--- src/rtl/e2m_pkg.sv ---
// Shared constants, types and microprogram for the Elligator 2 map unit.
package e2m_pkg;

	localparam int unsigned FE_W   = 256;
	localparam int unsigned ACC_W  = 289;
	localparam int unsigned ADDR_W = 3;

	localparam logic [FE_W-1:0] P_MOD    = {1'b0, {250{1'b1}}, 5'b01101};
	localparam logic [FE_W-1:0] P_MINUS2 = {1'b0, {250{1'b1}}, 5'b01011};
	localparam logic [FE_W-1:0] HALF_PM1 = {2'b00, {250{1'b1}}, 4'b0110};
	localparam logic [FE_W+1:0] FOUR_P   = {P_MOD, 2'b00};
	localparam logic [FE_W-1:0] A_COEF   = 256'd486662;
	localparam logic [5:0]      FOLD_K   = 6'd38;

	// ALU and sequencer operation codes
	localparam logic [2:0] OP_MUL   = 3'd0;
	localparam logic [2:0] OP_ADD   = 3'd1;
	localparam logic [2:0] OP_SUB   = 3'd2;
	localparam logic [2:0] OP_NEG   = 3'd3;
	localparam logic [2:0] OP_CANON = 3'd4;
	localparam logic [2:0] OP_SEL   = 3'd5;
	localparam logic [2:0] OP_POW   = 3'd6;

	// second operand source
	localparam logic [1:0] IMM_NONE = 2'd0;
	localparam logic [1:0] IMM_ONE  = 2'd1;
	localparam logic [1:0] IMM_A    = 2'd2;

	// register file entries
	localparam logic [ADDR_W-1:0] M_R = 3'd0;
	localparam logic [ADDR_W-1:0] M_T = 3'd1;
	localparam logic [ADDR_W-1:0] M_V = 3'd2;
	localparam logic [ADDR_W-1:0] M_E = 3'd3;
	localparam logic [ADDR_W-1:0] M_X = 3'd4;

	localparam logic [3:0] PC_LAST  = 4'd15;
	localparam logic [3:0] MUL_LAST = 4'd8;
	localparam logic [7:0] POW_TOP  = 8'd254;

	typedef struct packed {
		logic [2:0]        op;
		logic [ADDR_W-1:0] dst;
		logic [ADDR_W-1:0] a;
		logic [ADDR_W-1:0] b;
		logic [1:0]        bimm;
		logic              esel;
	} instr_t;

	typedef struct packed {
		logic [2:0] op;
		logic       exec;
		logic       fold;
		logic [3:0] cnt;
	} alu_ctl_t;

	function automatic instr_t prog(input logic [3:0] pc);
		instr_t i;
		case (pc)
			4'd0:  i = instr_t'{OP_MUL,   M_T, M_R, M_R, IMM_NONE, 1'b0};
			4'd1:  i = instr_t'{OP_ADD,   M_T, M_T, M_T, IMM_NONE, 1'b0};
			4'd2:  i = instr_t'{OP_ADD,   M_T, M_T, M_T, IMM_ONE,  1'b0};
			4'd3:  i = instr_t'{OP_POW,   M_V, M_T, M_T, IMM_NONE, 1'b0};
			4'd4:  i = instr_t'{OP_MUL,   M_V, M_V, M_V, IMM_A,    1'b0};
			4'd5:  i = instr_t'{OP_NEG,   M_V, M_V, M_V, IMM_NONE, 1'b0};
			4'd6:  i = instr_t'{OP_ADD,   M_E, M_V, M_V, IMM_A,    1'b0};
			4'd7:  i = instr_t'{OP_MUL,   M_E, M_E, M_V, IMM_NONE, 1'b0};
			4'd8:  i = instr_t'{OP_ADD,   M_E, M_E, M_E, IMM_ONE,  1'b0};
			4'd9:  i = instr_t'{OP_MUL,   M_E, M_E, M_V, IMM_NONE, 1'b0};
			4'd10: i = instr_t'{OP_POW,   M_T, M_E, M_E, IMM_NONE, 1'b1};
			4'd11: i = instr_t'{OP_CANON, M_T, M_T, M_T, IMM_NONE, 1'b0};
			4'd12: i = instr_t'{OP_NEG,   M_X, M_V, M_V, IMM_NONE, 1'b0};
			4'd13: i = instr_t'{OP_SUB,   M_X, M_X, M_X, IMM_A,    1'b0};
			4'd14: i = instr_t'{OP_SEL,   M_X, M_V, M_X, IMM_NONE, 1'b0};
			default: i = instr_t'{OP_CANON, M_X, M_X, M_X, IMM_NONE, 1'b0};
		endcase
		return i;
	endfunction

	function automatic logic exp_bit(input logic esel, input logic [7:0] idx);
		logic [FE_W-1:0] e;
		e = esel ? HALF_PM1 : P_MINUS2;
		return e[idx];
	endfunction

endpackage

--- src/rtl/e2m_regfile.sv ---
// Field element register file: one write port, two registered read ports.
module e2m_regfile (
	input  logic                         clk,
	input  logic                         we,
	input  logic [e2m_pkg::ADDR_W-1:0]   waddr,
	input  logic [e2m_pkg::FE_W-1:0]     wdata,
	input  logic                         re,
	input  logic [e2m_pkg::ADDR_W-1:0]   raddr_a,
	input  logic [e2m_pkg::ADDR_W-1:0]   raddr_b,
	output logic [e2m_pkg::FE_W-1:0]     rdata_a,
	output logic [e2m_pkg::FE_W-1:0]     rdata_b
);

	logic [e2m_pkg::FE_W-1:0] mem [2**e2m_pkg::ADDR_W];

	always_ff @(posedge clk) begin
		if (we) begin
			mem[waddr] <= wdata;
		end
	end

	always_ff @(posedge clk) begin
		if (re) begin
			rdata_a <= mem[raddr_a];
			rdata_b <= mem[raddr_b];
		end
	end

endmodule

--- config.mk ---
export PLATFORM = sky130hd
export DESIGN_NAME = e2m_regfile
export DESIGN_NICKNAME = d
export VERILOG_FILES = /design/src/rtl/e2m_pkg.sv /design/src/rtl/e2m_regfile.sv
export SDC_FILE = /design/constraint.sdc
export NUM_CORES = 2
export LEC_CHECK = 0
export BUFFER_PORTS_ARGS = -buffer_cell sky130_fd_sc_hd__buf_2
export CORE_AREA = 2 2 427 429
export CTS_CLUSTER_SIZE = 24
export DETAILED_ROUTE_END_ITERATION = 8
export DIE_AREA = 0 0 429 431
export PLACE_DENSITY = 0.78
export SLEW_MARGIN = 20
export SYNTH_ARGS = -nofsm -noshare
export SYNTH_HDL_FRONTEND = slang
export SYNTH_SLANG_ARGS = --single-unit
--- constraint.sdc ---
create_clock -name clk -period 41.1 [get_ports clk]
set_input_delay 8.22 -clock clk [delete_from_list [all_inputs] [get_ports clk]]
set_output_delay 8.22 -clock clk [all_outputs]
set_load 0.005 [all_outputs]
After elaboration in Yosys (flattened, before gate mapping)
Memories as Yosys holds them, arrays and structs flattened. A register that Yosys moved wholly into a read port is not among the register bits.
Cells that the tools add are included.

operators by class
  multiplexer cells = 2

operators with widths
  cell               count
  two-way mux 1 bit  2

word-level totals
  flip-flop bits (word level) = 0
  bits in writable memories = 2048
  output and inout port bits = 512
  word-level logic and storage cells = 3
  memories kept = 1

memories
  name  words  width  rd ports  clocked after Yosys merged registers in  wr ports  line               text
  mem   8      256    2         2                                        1         e2m_regfile.sv:14  logic [e2m_pkg::FE_W-1:0] mem [2**e2m_pkg::ADDR_W];

Depth between registers and ports, before layout
  depth in word-level cells = 2
  depth in mapped cells = 5

Worst setup path after synthesis
Ideal clock, no wire load.

  path type = input to register
  start point = input port waddr[0] (netlist name)
  end point = memory mem[0][0] (netlist name), enable pin
  arrival time = 25793 ps
  data required time = 39910 ps
  setup slack = 14117 ps
  stages = 1
  buffers on the path = 0
  cells stage by stage = nor3_1

RTL lines
  what                line               text
  start: declaration  e2m_regfile.sv:5   input logic [e2m_pkg::ADDR_W-1:0] waddr,
  end: declaration    e2m_regfile.sv:14

No word-level cell before the write port.

==> results.md <==
* Die height at 431 um
* Detailed placement HPWL at 141000 um
* Layout cells sized above 1 at 0.507
* Peak Freq at 81.0 MHz
* Max_slew headroom at 0.213
* Num Clock Sinks at 2560
* Placed instance count at 7341
* # DRC at 0
* Tmin final at 12350 ps
* Sw Ratio at 0.212
* Pint at 4.58 mW
* Total Routing Usage GR at 0.278
* Initial DRC count at 5320
* Wire length per cell at 32.4 um
* CP Launch Type: primary input
* Static Leak at 39.8 nW
* Htree depth at 5
* Mapped Area at 0.108 mm2
* CTS tree: built
* Post-cts resize count at 0
* Commonest non-fill, non-tap cell in the layout: edfxtp_1
* RSZ-0062 raised after global routing: no
* Routability Congestion at 0.808
* Seq/Total Area, Yosys at 0.714
* Most frequent cells in the layout: 2560 x edfxtp_1, 1024 x mux4_2, 772 x buf_2
* Power share of the clock group at 0.400
* Row Count at 156
* Slew @ Worst Pin at 1180 ps
* CP arrival at 12980 ps
* P&R area growth vs syn at 13.3%
* Hold Path Class: flip-flop to flip-flop
* Setup Viol. Count Final at 0
* Die width at 429 um
* Worst path cell trace: buf_8, buf_12, buf_4, buf_4, buf_4, mux4_2, mux2_2
* Clock buffer depth at 4
* Max-slew violation count at 0
* Max-capacitance violation count at 0
* Flop pwr share at 0.525
* Syn_nets at 4661
* Final Non-Filler Cells at 7869
* Via-to-Cell Ratio at 6.69
* Switching power at 1.23 mW
* Total routed wirelength at 255000 um
* Initial antenna violation count at 84
* Critical path peak fanout at 100
* Yosys cell types at 11
* Post-CTS setup buffer count at 0
* Pin count of the biggest net entering global routing at 126
* Buf/Inv on CP at 5
* # port buffers at 779
* CP Class: primary input to flip-flop
* Skew final at 45.5 ps
* IO Pins at 780
* Cells after synthesis at 4393
* Status: finished, final reports clean
* Max stage delay cell, worst path: buf_4
* Initial DRT Pass Iterations at 7
* Nets@finish at 5517
* Via Count at 52619
* Starting density of the core at 0.598
* Antenna viol nets, final at 0
* Core area at 0.180 mm2
* First-pass GRT wire length at 372000 um
* Crit-path most repeated cell: buf_4
* Gr ovfl total at 0
* Yosys reg bits at 2560
* Clock latency on the worst-skew pair at 930 ps
* Power per cell area at 47.6 mW/mm2
* Critical Path End Type: flip-flop
* Average size of a mapped cell at 24.5 um2
* CTS clk-pin slew, worst paths at 60 ps
* CTS Buf Count at 276
* Setup Total Neg Slack at 0 ps
* Combinational power share at 0.075
* Number of warnings issued by yosys at 0
* Max incr delay on CP at 850 ps
* Die area at 0.185 mm2
* Root Driver: clkbuf_16
* Hold buffers post-CTS at 0
* Worst EP required at 41730 ps
* Period utilization at 0.300
* Cell family with most CP delay: buffers and inverters
* Worst ir drop on vdd at 0.0404 mV
* Final-report hold violation count at 0
* Vias in the first global route at 55544
power by group through the flow:
stage	registers (mW)	logic, mW	clock network (mW)
after global routing	3.06	0.459	2.46
after floorplan	3.11	0.263	0
after global placement	3.09	0.426	0
after detailed placement	3.10	0.433	0
after CTS	3.05	0.437	2.36
final	3.05	0.434	2.32
state kept, by name, indices dropped and copies added, names as in the netlist:
signal	flops
rdata_b	256
mem	2048
rdata_a	256
metal layers:
metal | wire [um] | global-route usage | vias up
met5 | 282 | 0 | -
met4 | 13900 | 0.149 | 48
met3 | 22800 | 0.0656 | 599
met2 | 129000 | 0.457 | 2741
met1 | 88700 | 0.346 | 28067
li1 | - | - | 21164
cell families (layout without fill, tap and decap cells):
logic type,after synthesis,after routing,synth area share
DFF,2560,2560,0.714
muxes,1536,1536,0.268
buffers and inverters,284,1327,0.0176
and+or+nand+nor,13,13,0.000546
other,0,63,0
cell type report:
class / count / area [um2]
Multi-Input combinational cell: 1549 / 28900
Clock buffer: 335 / 7260
Tap cell: 2370 / 2970
Sequential cell: 2560 / 76900
Clock inverter: 130 / 1080
Timing Repair Buffer: 862 / 4740
Antenna cell: 63 / 158
Fill cell: 10699 / 58100
worst min-delay path, stage by stage (launching register included):
cell      delay, ps
edfxtp_1        340
mux4_2          220
mux2_2          130
worst paths after layout:
path / endpoint / depth (start not counted) / start / slack, ps
worst max register to register: rdata_a[31] / 2 / mem[5][31] / 39590
worst max-delay path: rdata_a[102] / 7 / raddr_a[0] / 28750
worst min-delay path: rdata_a[81] / 2 / mem[2][81] / 760
worst min register to register: rdata_a[81] / 2 / mem[2][81] / 760
stage by stage:
step	hold WS (ps)	util	worst slack [ps]	power [mW]	area, um2
final	755	0.677	28750	5.81	122000
after global routing	768	0.677	28200	5.98	122000
after CTS	754	0.676	28610	5.85	122000
after detailed placement	770	0.630	27620	3.54	114000
after global placement	759	0.630	27660	3.52	114000
after floorplan	753	-	14120	3.37	108000
synthesized netlist by cell type:
library cell | number | area [um2]
buf_2 | 27 | 135
mux2_2 | 512 | 5770
clkbuf_1 | 77 | 289
mux4_2 | 1024 | 23100
nand2_1 | 2 | 7.51
nor3_1 | 2 | 10.0
edfxtp_1 | 2560 | 76900
buf_6 | 106 | 1190
buf_1 | 74 | 278
nand2b_1 | 3 | 18.8
nor2_1 | 6 | 22.5
No activity file was read; power rests on OpenSTA's default activity.
